==> src/rtl/chb_pkg.sv <==
// Shared types, constants and state encodings for the convex hull builder.
// Used by every module of the block but chb_ram; depends on nothing.
package chb_pkg;

	localparam int MAX_POINTS = 64;
	localparam int COORD_BITS = 16;
	localparam int IDX_BITS   = $clog2(MAX_POINTS);
	localparam int CNT_BITS   = IDX_BITS + 1;
	localparam int PT_BITS    = 2 * COORD_BITS;
	localparam int DIFF_BITS  = COORD_BITS + 1;
	localparam int PROD_BITS  = 2 * DIFF_BITS;
	localparam int SUM_BITS   = PROD_BITS + 1;

	typedef logic signed [COORD_BITS-1:0] coord_t;
	typedef logic signed [DIFF_BITS-1:0]  diff_t;
	typedef logic signed [PROD_BITS-1:0]  prod_t;
	typedef logic signed [SUM_BITS-1:0]   sum_t;
	typedef logic [IDX_BITS-1:0]          idx_t;
	typedef logic [CNT_BITS-1:0]          cnt_t;

	typedef struct packed {
		coord_t x;
		coord_t y;
	} pt_t;

	typedef struct packed {
		coord_t point_x;
		coord_t point_y;
		logic   final_point;
	} point_word_t;

	typedef struct packed {
		coord_t vertex_x;
		coord_t vertex_y;
		cnt_t   vertex_count;
		logic   final_vertex;
		logic   overflowed;
	} vertex_word_t;

	typedef enum logic [5:0] {
		ST_IDLE, ST_PIV_INIT, ST_PIV_ICHK, ST_PIV_RD, ST_PIV_CMP, ST_SWAP0, ST_SWAP1,
		ST_SORT_ICHK, ST_KEY_RD, ST_KEY_IDX, ST_KEY_PT, ST_JCHK, ST_PREV_RD,
		ST_PREV_IDX, ST_PREV_PT, ST_S_TURN, ST_S_DK, ST_S_DP, ST_S_DEC, ST_SHIFT,
		ST_PLACE, ST_SC_INIT, ST_SC_ICHK, ST_SC_A, ST_SC_B, ST_SC_C, ST_SC_CHK,
		ST_SC_TURN, ST_SC_DEC, ST_POP, ST_POP_B, ST_POP_C, ST_PUSH, ST_OUT_INIT,
		ST_OUT_A, ST_OUT_B, ST_OUT_C
	} state_t;

	typedef enum logic [4:0] {
		OP_NONE, OP_PIV_INIT, OP_PIV_RD, OP_PIV_CMP, OP_SWAP0, OP_SWAP1, OP_KEY_RD,
		OP_KEY_IDX, OP_KEY_PT, OP_PREV_RD, OP_PREV_IDX, OP_PREV_PT, OP_S_TURN,
		OP_S_DK, OP_S_DP, OP_SHIFT, OP_PLACE, OP_SC_INIT, OP_SC_A, OP_SC_B, OP_SC_C,
		OP_SC_TURN, OP_POP, OP_POP_B, OP_POP_C, OP_PUSH, OP_OUT_INIT, OP_OUT_A,
		OP_OUT_B, OP_OUT_LOAD
	} dp_op_t;

	typedef struct packed {
		logic i_lt_n;
		logic j_gt1;
		logic ahead;
		logic sp_ge2;
		logic sp_ge3;
		logic turn_le0;
		logic out_free;
		logic k_last;
	} dp_status_t;

	function automatic diff_t sub_coord(coord_t a, coord_t b);
		return diff_t'(a) - diff_t'(b);
	endfunction

endpackage

==> src/rtl/chb_ctrl.sv <==
// Controller state machine of the hull builder: sequences loading, pivot search,
// insertion sort, stack scan and vertex output. Uses chb_pkg.
module chb_ctrl (
	input  logic                clk,
	input  logic                arst_n,
	input  logic                point_valid,
	input  logic                final_point,
	input  chb_pkg::dp_status_t status,
	output logic                point_ready,
	output chb_pkg::dp_op_t     op
);

	chb_pkg::state_t state_q, state_nxt;

	always_ff @(posedge clk or negedge arst_n) begin
		if (!arst_n) begin
			state_q <= chb_pkg::ST_IDLE;
		end else begin
			state_q <= state_nxt;
		end
	end

	always_comb begin
		state_nxt = state_q;
		unique case (state_q)
			chb_pkg::ST_IDLE: if (point_valid && final_point) state_nxt = chb_pkg::ST_PIV_INIT;
			chb_pkg::ST_PIV_INIT: state_nxt = chb_pkg::ST_PIV_ICHK;
			chb_pkg::ST_PIV_ICHK: begin
				state_nxt = status.i_lt_n ? chb_pkg::ST_PIV_RD : chb_pkg::ST_SWAP0;
			end
			chb_pkg::ST_PIV_RD: state_nxt = chb_pkg::ST_PIV_CMP;
			chb_pkg::ST_PIV_CMP: state_nxt = chb_pkg::ST_PIV_ICHK;
			chb_pkg::ST_SWAP0: state_nxt = chb_pkg::ST_SWAP1;
			chb_pkg::ST_SWAP1: state_nxt = chb_pkg::ST_SORT_ICHK;
			chb_pkg::ST_SORT_ICHK: begin
				state_nxt = status.i_lt_n ? chb_pkg::ST_KEY_RD : chb_pkg::ST_SC_INIT;
			end
			chb_pkg::ST_KEY_RD: state_nxt = chb_pkg::ST_KEY_IDX;
			chb_pkg::ST_KEY_IDX: state_nxt = chb_pkg::ST_KEY_PT;
			chb_pkg::ST_KEY_PT: state_nxt = chb_pkg::ST_JCHK;
			chb_pkg::ST_JCHK: begin
				state_nxt = status.j_gt1 ? chb_pkg::ST_PREV_RD : chb_pkg::ST_PLACE;
			end
			chb_pkg::ST_PREV_RD: state_nxt = chb_pkg::ST_PREV_IDX;
			chb_pkg::ST_PREV_IDX: state_nxt = chb_pkg::ST_PREV_PT;
			chb_pkg::ST_PREV_PT: state_nxt = chb_pkg::ST_S_TURN;
			chb_pkg::ST_S_TURN: state_nxt = chb_pkg::ST_S_DK;
			chb_pkg::ST_S_DK: state_nxt = chb_pkg::ST_S_DP;
			chb_pkg::ST_S_DP: state_nxt = chb_pkg::ST_S_DEC;
			chb_pkg::ST_S_DEC: begin
				state_nxt = status.ahead ? chb_pkg::ST_SHIFT : chb_pkg::ST_PLACE;
			end
			chb_pkg::ST_SHIFT: state_nxt = chb_pkg::ST_JCHK;
			chb_pkg::ST_PLACE: state_nxt = chb_pkg::ST_SORT_ICHK;
			chb_pkg::ST_SC_INIT: state_nxt = chb_pkg::ST_SC_ICHK;
			chb_pkg::ST_SC_ICHK: begin
				state_nxt = status.i_lt_n ? chb_pkg::ST_SC_A : chb_pkg::ST_OUT_INIT;
			end
			chb_pkg::ST_SC_A: state_nxt = chb_pkg::ST_SC_B;
			chb_pkg::ST_SC_B: state_nxt = chb_pkg::ST_SC_C;
			chb_pkg::ST_SC_C: state_nxt = chb_pkg::ST_SC_CHK;
			chb_pkg::ST_SC_CHK: begin
				state_nxt = status.sp_ge2 ? chb_pkg::ST_SC_TURN : chb_pkg::ST_PUSH;
			end
			chb_pkg::ST_SC_TURN: state_nxt = chb_pkg::ST_SC_DEC;
			chb_pkg::ST_SC_DEC: begin
				state_nxt = status.turn_le0 ? chb_pkg::ST_POP : chb_pkg::ST_PUSH;
			end
			chb_pkg::ST_POP: begin
				state_nxt = status.sp_ge3 ? chb_pkg::ST_POP_B : chb_pkg::ST_SC_CHK;
			end
			chb_pkg::ST_POP_B: state_nxt = chb_pkg::ST_POP_C;
			chb_pkg::ST_POP_C: state_nxt = chb_pkg::ST_SC_CHK;
			chb_pkg::ST_PUSH: state_nxt = chb_pkg::ST_SC_ICHK;
			chb_pkg::ST_OUT_INIT: state_nxt = chb_pkg::ST_OUT_A;
			chb_pkg::ST_OUT_A: state_nxt = chb_pkg::ST_OUT_B;
			chb_pkg::ST_OUT_B: state_nxt = chb_pkg::ST_OUT_C;
			chb_pkg::ST_OUT_C: begin
				if (status.out_free) begin
					state_nxt = status.k_last ? chb_pkg::ST_IDLE : chb_pkg::ST_OUT_A;
				end
			end
			default: state_nxt = chb_pkg::ST_IDLE;
		endcase
	end

	always_comb begin
		point_ready = (state_q == chb_pkg::ST_IDLE);
		unique case (state_q)
			chb_pkg::ST_PIV_INIT: op = chb_pkg::OP_PIV_INIT;
			chb_pkg::ST_PIV_RD: op = chb_pkg::OP_PIV_RD;
			chb_pkg::ST_PIV_CMP: op = chb_pkg::OP_PIV_CMP;
			chb_pkg::ST_SWAP0: op = chb_pkg::OP_SWAP0;
			chb_pkg::ST_SWAP1: op = chb_pkg::OP_SWAP1;
			chb_pkg::ST_KEY_RD: op = chb_pkg::OP_KEY_RD;
			chb_pkg::ST_KEY_IDX: op = chb_pkg::OP_KEY_IDX;
			chb_pkg::ST_KEY_PT: op = chb_pkg::OP_KEY_PT;
			chb_pkg::ST_PREV_RD: op = chb_pkg::OP_PREV_RD;
			chb_pkg::ST_PREV_IDX: op = chb_pkg::OP_PREV_IDX;
			chb_pkg::ST_PREV_PT: op = chb_pkg::OP_PREV_PT;
			chb_pkg::ST_S_TURN: op = chb_pkg::OP_S_TURN;
			chb_pkg::ST_S_DK: op = chb_pkg::OP_S_DK;
			chb_pkg::ST_S_DP: op = chb_pkg::OP_S_DP;
			chb_pkg::ST_SHIFT: op = chb_pkg::OP_SHIFT;
			chb_pkg::ST_PLACE: op = chb_pkg::OP_PLACE;
			chb_pkg::ST_SC_INIT: op = chb_pkg::OP_SC_INIT;
			chb_pkg::ST_SC_A: op = chb_pkg::OP_SC_A;
			chb_pkg::ST_SC_B: op = chb_pkg::OP_SC_B;
			chb_pkg::ST_SC_C: op = chb_pkg::OP_SC_C;
			chb_pkg::ST_SC_TURN: op = chb_pkg::OP_SC_TURN;
			chb_pkg::ST_POP: op = chb_pkg::OP_POP;
			chb_pkg::ST_POP_B: op = chb_pkg::OP_POP_B;
			chb_pkg::ST_POP_C: op = chb_pkg::OP_POP_C;
			chb_pkg::ST_PUSH: op = chb_pkg::OP_PUSH;
			chb_pkg::ST_OUT_INIT: op = chb_pkg::OP_OUT_INIT;
			chb_pkg::ST_OUT_A: op = chb_pkg::OP_OUT_A;
			chb_pkg::ST_OUT_B: op = chb_pkg::OP_OUT_B;
			chb_pkg::ST_OUT_C: op = chb_pkg::OP_OUT_LOAD;
			default: op = chb_pkg::OP_NONE;
		endcase
	end

endmodule
==> config.mk <==
export PLATFORM = sky130hd
export DESIGN_NAME = chb_ctrl
export DESIGN_NICKNAME = d
export VERILOG_FILES = /design/src/rtl/chb_pkg.sv /design/src/rtl/chb_ctrl.sv
export SDC_FILE = /design/constraint.sdc
export NUM_CORES = 1
export LEC_CHECK = 0
export BUFFER_PORTS_ARGS = -buffer_cell sky130_fd_sc_hd__buf_2
export CAP_MARGIN = 20
export CELL_PAD_IN_SITES_DETAIL_PLACEMENT = 0
export CELL_PAD_IN_SITES_GLOBAL_PLACEMENT = 1
export CORE_AREA = 5 5 49 72
export CTS_CLUSTER_SIZE = 40
export DETAILED_ROUTE_END_ITERATION = 8
export DIE_AREA = 0 0 54 77
export PLACE_DENSITY_LB_ADDON = 0.1
export SLEW_MARGIN = 10
export SYNTH_ARGS = -nofsm -noshare
export SYNTH_HDL_FRONTEND = slang
export SYNTH_SLANG_ARGS = --single-unit
==> constraint.sdc <==
create_clock -name clk -period 3.3 [get_ports clk]
set_input_delay 0.33 -clock clk [delete_from_list [all_inputs] [get_ports clk]]
set_output_delay 0.33 -clock clk [all_outputs]
set_load 0.03 [all_outputs]
==> results of run 1 <==
-- tightest hold or removal path, cell delays in order --
cell and delay [ns]:
buf_2 0.08, or3_4 0.13, o21ai_1 0.06
-- cells by family (layout without fill, tap and decap cells) --
group | after synthesis | count (layout) | share of synthesized area, %
flip-flops | 6 | 6 | 12.6
AND/OR/NAND/NOR | 69 | 69 | 31.2
AO/OA/AOI/OAI | 56 | 56 | 34.0
multiplexers | 6 | 6 | 5.16
adder cells (fa/ha/maj) | 6 | 6 | 6.32
buffers and inverters | 20 | 29 | 10.7
-- placed cells by master, fill, tap and decap left out, types with 4 or more instances in the layout --
cell type	n
nand2_1	18
buf_2	17
nor2_1	12
o21ai_0	11
a21oi_1	9
nand3_1	8
ha_1	6
dfrtp_1	6
nand3b_1	5
mux2i_1	5
nand4_1	5
a31oi_1	4
nor2b_1	4
o211ai_1	4
or3_1	4
-- report_power, final --
group,switching (mW),internal (mW),total [mW],leakage [nW]
combinational,0.629,0.388,1.02,0.410
clock,0.0304,0.0783,0.109,0.0216
sequential,0.111,0.105,0.216,0.0760
-- layer usage --
layer	wire length (um)	part of all wire, %	global-route usage (%)
met4	155	4.0	12.7
met3	219	5.6	1.94
met2	1970	51	32.4
met1	1550	40	24.2
met5	0	0	0
-- path summary, 6_finish.rpt --
kind | cells after the start | to | slack [ns] | start
hold reg to reg | 1 | state_q[0]$_DFFE_PN0P_ | 0.65 | state_q[0]$_DFFE_PN0P_
hold / removal | 3 | state_q[2]$_DFFE_PN0P_ | 0.42 | status[1]
min in group asynchronous | 2 | state_q[2]$_DFFE_PN0P_ | 0.45 | arst_n
setup / recovery | 6 | op[0] | 0.66 | state_q[4]$_DFFE_PN0P_
max in group asynchronous | 2 | state_q[5]$_DFFE_PN0P_ | 2.70 | arst_n
setup reg to reg | 7 | state_q[1]$_DFFE_PN0P_ | 1.07 | state_q[0]$_DFFE_PN0P_
-- cell type report --
cell class	instances	area share [%]
tap	39	3.80
clock buffer	3	3.22
inverter	6	1.75
timing repair buffer	20	8.58
multi-input combinational	137	71.0
sequential	6	11.7
==> metrics.cfg, run 1 <==
[sta]
setup-tns-final_ns = 0
period_minus_slack_ns = 2.64
fin_skew_ns = 0.00546
finalCritPeriodShare_pct = 79.9
fin_hold_ws_ns = 0.423
fmax_mhz = 379
drv_slew = 0
max_slew.worst_pin.slew_ns = 0.904
setup_viol_count_final = 0
slew_headroom_pct = 39.8
finalHoldViolCount = 0
setup_slack_ns = 0.664
rsz0062_at_grt = no

[worst_setup_path]
critPathMaxStageDelay_ns = 0.92
required_ns = 2.97
crit_fanout = 28
crit_family = flip-flops
endpoint_kind = output port
critPathKind = reg2out
cp-start-kind = flop
critPathBufInv = 1
slowest_stage = dfrtp_1
crit_chain = nor2_1 -> nand3_1 -> o21ai_0 -> a221oi_1 -> o31ai_1 -> buf_2
arrival_ns = 2.31

[clocking]
cts_sinks = 6
post_cts_buffers = 0
worst_skew_pair.late_latency_ns = 0.22
post_cts_resized = 0
root_buffer = clkbuf_8
numCtsBuffers = 3
htree_levels = 1
clkTransAtPathRegs_ns = 0.04
cts_tree = built
cts_buffer_depth = 2
holdBufCountCts = 1

[yosys]
synth-seq-cells = 6
synth_most_common_cell = nand2_1
ys_types = 51
synth_flop_cell = dfrtp_1
ys_seq_area_share_pct = 12.6
synth_top_area_share_pct = 12.6
synth_edf_count = 0
ys_warn_count = 0
synth_async_sr_flop_share_pct = 100
synth_common_cells = 18 x nand2_1, 12 x nor2_1, 11 x o21ai_0
syn_inst = 163
avgSynthCellArea_um2 = 7.29
yosysTopAreaCell = dfrtp_1
netlist_top_cells_area = dfrtp_1 13%, ha_1 6.3%, nand2_1 5.7%, buf_6 4.7%, o21ai_0 4.6%
syn_area_mm2 = 0.00119
synth_fp_nets = 181

[floorplan]
ios = 18
fp.dieArea_mm2 = 0.00416
core-area_mm2 = 0.00285
die_w_um = 54
start_util_pct = 41.7
fp.dieH_um = 77
fp-row-count = 24

[finish]
fin_util_pct = 45.0
fill_cells = 323
stdcell_area_mm2 = 0.00128
reg_top3 = state_q: 6 flops
area_growth_pct = 8.00
seqCellArea_um2 = 150
largest_register = state_q
final_cells = 211
antenna_cells = 0
largest_reg_flops = 6
drive_gt1_share_pct = 18.6
multi_input_area_um2 = 911
finalNetCount = 192

[power]
power.leakage_nw = 0.508
p_per_area_mw_per_mm2 = 1050
vdd_ir_drop_max_mv = 0.576
p_total_mw = 1.34

[route]
wirelength_mm = 3.90
via_count = 1359
wl_per_cell_um = 18.5
drtAntennaViolNets = 0
drcViolationCount = 0
first_pass_iters = 5
drt_iter0_drc = 82
viasPerCell = 6.44

[global_routing]
grt_pass1_vias = 1318
track_usage_pct = 20.1
grt_start_max_net_pins = 29
grt_pass1_wl_mm = 6.40
gr-total-overflow = 0
grt_antenna_before_repair = 0

[run_status]
status = completed

[placement]
place_area_mm2 = 0.00123
place_hpwl_mm = 2.93
io_buffer_count = 17
gp_congestion = 0.876
dp_cells = 207
dp_slack_ns = 0.921

[run]
maxCapViolCount = 0

[min_path]
hold_class = in2reg

Note: power is estimated with default switching activity, not from simulation.
==> run 2, diff against run 1 <==
--- a/config.mk
+++ b/config.mk
@@ -5,14 +5,15 @@
 export SDC_FILE = /design/constraint.sdc
 export NUM_CORES = 1
 export LEC_CHECK = 0
+export ABC_AREA = 1
 export BUFFER_PORTS_ARGS = -buffer_cell sky130_fd_sc_hd__buf_2
 export CAP_MARGIN = 20
 export CELL_PAD_IN_SITES_DETAIL_PLACEMENT = 0
 export CELL_PAD_IN_SITES_GLOBAL_PLACEMENT = 1
-export CORE_AREA = 5 5 49 72
+export CORE_AREA = 5 5 54 80
 export CTS_CLUSTER_SIZE = 40
 export DETAILED_ROUTE_END_ITERATION = 8
-export DIE_AREA = 0 0 54 77
+export DIE_AREA = 0 0 59 85
 export PLACE_DENSITY_LB_ADDON = 0.1
 export SLEW_MARGIN = 10
 export SYNTH_ARGS = -nofsm -noshare
==> constraint.sdc (replaced) <==
create_clock -name clk -period 2.34 [get_ports clk]
set_input_delay 0.234 -clock clk [delete_from_list [all_inputs] [get_ports clk]]
set_output_delay 0.234 -clock clk [all_outputs]
set_load 0.03 [all_outputs]
==> run 2 against run 1 <==
Effect of this change: clock skew is 0.0042 ns lower; final area is 2.7% higher; synthesized cell count is 27% higher; die area is 21% higher; via count is 7.7% higher; sequential cell count stayed put; worst hold slack worse by 0.082 ns; power is 9.2% higher; combinational power is 9% higher; critical path depth is 1 higher; register-to-register slack worse by 0.68 ns; routed wire length is 8.9% higher; critical endpoint unchanged; largest cell class unchanged; highest routed layer unchanged.
==> metrics.cfg, run 2 <==
[power]
p_clk_share_pct = 10.2  ; +2.1 points
p_per_area_mw_per_mm2 = 1110  ; +6.3%
seqPwrFrac_pct = 14.2  ; -1.9 points
comb_power_share_pct = 75.5  ; -0.3 points
vdd_ir_drop_max_mv = 0.738  ; +28%
internal_power_mw = 0.584  ; +2.4%
power.leakage_nw = 0.737  ; +45%
swShare_pct = 60.1  ; +2.6 points
switchingPower_mw = 0.881  ; +14%

[sta]
slew_headroom_pct = 71.4  ; +32 points
period_minus_slack_ns = 2.19
finalCritPeriodShare_pct = 93.5
setup-tns-final_ns = 0  ; unchanged
drv_slew = 0  ; unchanged
rsz0062_at_grt = no
fmax_mhz = 457
setup_viol_count_final = 0  ; unchanged
max_slew.worst_pin.slew_ns = 0.428  ; -0.476 ns
fin_skew_ns = 0.00129  ; -0.00417 ns
finalHoldViolCount = 0  ; unchanged

[floorplan]
die_w_um = 59  ; +9.3%
fp-row-count = 27  ; +13%
fp.dieArea_mm2 = 0.00502  ; +21%
core-area_mm2 = 0.00358  ; +26%
ios = 18  ; unchanged
fp.dieH_um = 85  ; +10%
start_util_pct = 31.9  ; -9.7 points

[yosys]
synth_edf_count = 0  ; unchanged
synth_top_area_share_pct = 17.7  ; +5.1 points
synth_most_common_cell = nand2_1
synth_fp_nets = 225  ; +24%
ys_seq_area_share_pct = 13.1  ; +0.50 points
avgSynthCellArea_um2 = 5.52  ; -24%
syn_area_mm2 = 0.00114  ; -3.8%
yosysTopAreaCell = nand2_1
ys_warn_count = 0  ; unchanged
syn_inst = 207  ; +27%
synth_flop_cell = dfrtp_1
ys_types = 31  ; -39%
netlist_top_cells_area = nand2_1 18%, dfrtp_1 13%, nand3_1 13%, nor2_1 12%, ha_1 6.6%
synth_async_sr_flop_share_pct = 100  ; unchanged
synth-seq-cells = 6  ; unchanged
synth_common_cells = 54 x nand2_1, 38 x nor2_1, 29 x nand3_1

[route]
via_count = 1463  ; +7.7%
viasPerCell = 5.44  ; -16%
drt_iter0_drc = 80  ; -2.4%
first_pass_iters = 5  ; unchanged
wirelength_mm = 4.24  ; +8.9%
drcViolationCount = 0  ; unchanged
wl_per_cell_um = 15.8  ; -15%
drtAntennaViolNets = 0  ; unchanged

[finish]
largest_reg_flops = 6  ; unchanged
drive_gt1_share_pct = 18.6  ; -0.021 points
reg_top3 = state_q: 6 flops
mostFrequentLayoutCells = 54 x nand2_1, 38 x nor2_1, 29 x nand3_1
final_cells = 269  ; +27%
finalNetCount = 246  ; +28%
mostFrequentLayoutCell = nand2_1
antenna_cells = 0  ; unchanged
largest_register = state_q
fin_util_pct = 36.8  ; -8.2 points
area_growth_pct = 15.3

[placement]
gp_congestion = 1.02  ; +16%
io_buffer_count = 17  ; unchanged
place_hpwl_mm = 3.60  ; +23%
dp_cells = 265  ; +28%

[worst_setup_path]
crit_path_start = state_q[0]$_DFFE_PN0P_
timing.rr.end = state_q[0]$_DFFE_PN0P_
r2r_start = state_q[0]$_DFFE_PN0P_
endpoint_kind = output port
required_ns = 2.11  ; -0.86 ns
crit_fanout = 11  ; -61%
r2r_cells = 10  ; +3
cp-endpoint = op[0]
r2r_slack_ns = 0.39  ; -0.68 ns
cp-start-kind = flop
arrival_ns = 1.95  ; -0.36 ns
critPathKind = reg2out

[run_status]
status = completed

[global_routing]
grt_pass1_vias = 1514  ; +15%
gr-total-overflow = 0  ; unchanged
grt_antenna_before_repair = 0  ; unchanged
grt_pass1_wl_mm = 7.00  ; +9.3%
grt_start_max_net_pins = 15  ; -48%
track_usage_pct = 17.9  ; -2.2 points

[min_path]
hold_class = in2reg

[clocking]
htree_levels = 1  ; unchanged
post_cts_buffers = 0  ; unchanged
clkTransAtPathRegs_ns = 0.04  ; about the same
worst_skew_pair.late_latency_ns = 0.22  ; about the same
cts_sinks = 6  ; unchanged
root_buffer = clkbuf_8
cts_buffer_depth = 2  ; unchanged
numCtsBuffers = 3  ; unchanged
cts_tree = built
post_cts_resized = 0  ; unchanged

[run]
maxCapViolCount = 0  ; unchanged

==> run 2: cell count changes in the layout (fill, tap and decap cells not counted), moves of 5 or more <==
cell | before | now
nand3_1 | 8 | 29
mux2i_1 | 5 | 0
a21oi_1 | 9 | 4
nor2_1 | 12 | 38
nand2_1 | 18 | 54
inv_1 | 3 | 15
==> run 2: what timing repair did <==
item,CTS,global route
endpoints found under the setup margin,0,0
hold buffers,1,0
endpoints found under the hold margin,6,0
==> run 2: critical path: stages, from the launching register on <==
cell and delay (ns):
dfrtp_1 0.42, inv_1 0.21, ha_1 0.44, nand3_1 0.18, nand2_1 0.10, o21ai_0 0.07, nand4_1 0.11, buf_2 0.20
==> run 2: cells by family (layout without fill, tap and decap cells) <==
| logic type | after synthesis | in the layout | share of synthesized area (%) |
|---|---|---|---|
| AOI/OAI and AO/OA | 23 | 23 | 12.0 |
| adders and majority gates | 6 | 6 | 6.56 |
| buffers and inverters | 30 | 49 | 12.4 |
| DFF | 6 | 6 | 13.1 |
| and+or+nand+nor | 142 | 142 | 55.9 |
==> run 2: layout make-up <==
| class | instances | area (um2) |
|---|---|---|
| clock buffers | 3 | 41.3 |
| fillers | 430 | 2260 |
| inverters | 23 | 88.8 |
| multi-input cells | 171 | 852 |
| flip-flops and latches | 6 | 150 |
| well taps | 43 | 53.8 |
| repair buffers | 23 | 133 |
==> run 2: per-layer routing <==
metal  wire length, um  up-vias  GRT usage [%]
met5                 0        -              0
met4               157        0           10.7
met3               242       17           2.89
met2              2260       67           31.6
met1              1580      658           19.1
li1                  -      721              -
==> run 2: worst min-delay path by stage <==
stage	start	endpoint	cells after the start
3_5_place_dp	arst_n	state_q[4]$_DFFE_PN0P_	1
4_1_cts	status[1]	state_q[2]$_DFFE_PN0P_	4
5_1_grt	status[1]	state_q[2]$_DFFE_PN0P_	4
3_3_place_gp	arst_n	state_q[5]$_DFFE_PN0P_	1
6_report	status[1]	state_q[2]$_DFFE_PN0P_	4
2_1_floorplan	arst_n	state_q[0]$_DFFE_PN0P_	0
==> run 2: per-stage QoR <==
step | area, um2 | setup WS [ns] | hold slack [ns] | total power, mW
CTS | 1320 | 0.161 | 0.341 | 1.46
global placement | 1270 | 0.446 | 0.0620 | 1.32
detailed placement | 1270 | 0.397 | 0.0676 | 1.30
global route | 1320 | 0.00617 | 0.384 | 1.60
finish | 1320 | 0.152 | 0.341 | 1.46
floorplan | 1140 | 0.321 | -0.0616 | 0.989
==> run 2: power by group through the flow <==
| stage | sequential, mW | clock (mW) | combinational (mW) |
|---|---|---|---|
| 6_report | 0.209 | 0.150 | 1.11 |
| 5_1_grt | 0.213 | 0.165 | 1.22 |
| 4_1_cts | 0.207 | 0.154 | 1.10 |
| 3_5_place_dp | 0.207 | 0 | 1.10 |
| 3_3_place_gp | 0.207 | 0 | 1.11 |
| 2_1_floorplan | 0.174 | 0 | 0.815 |
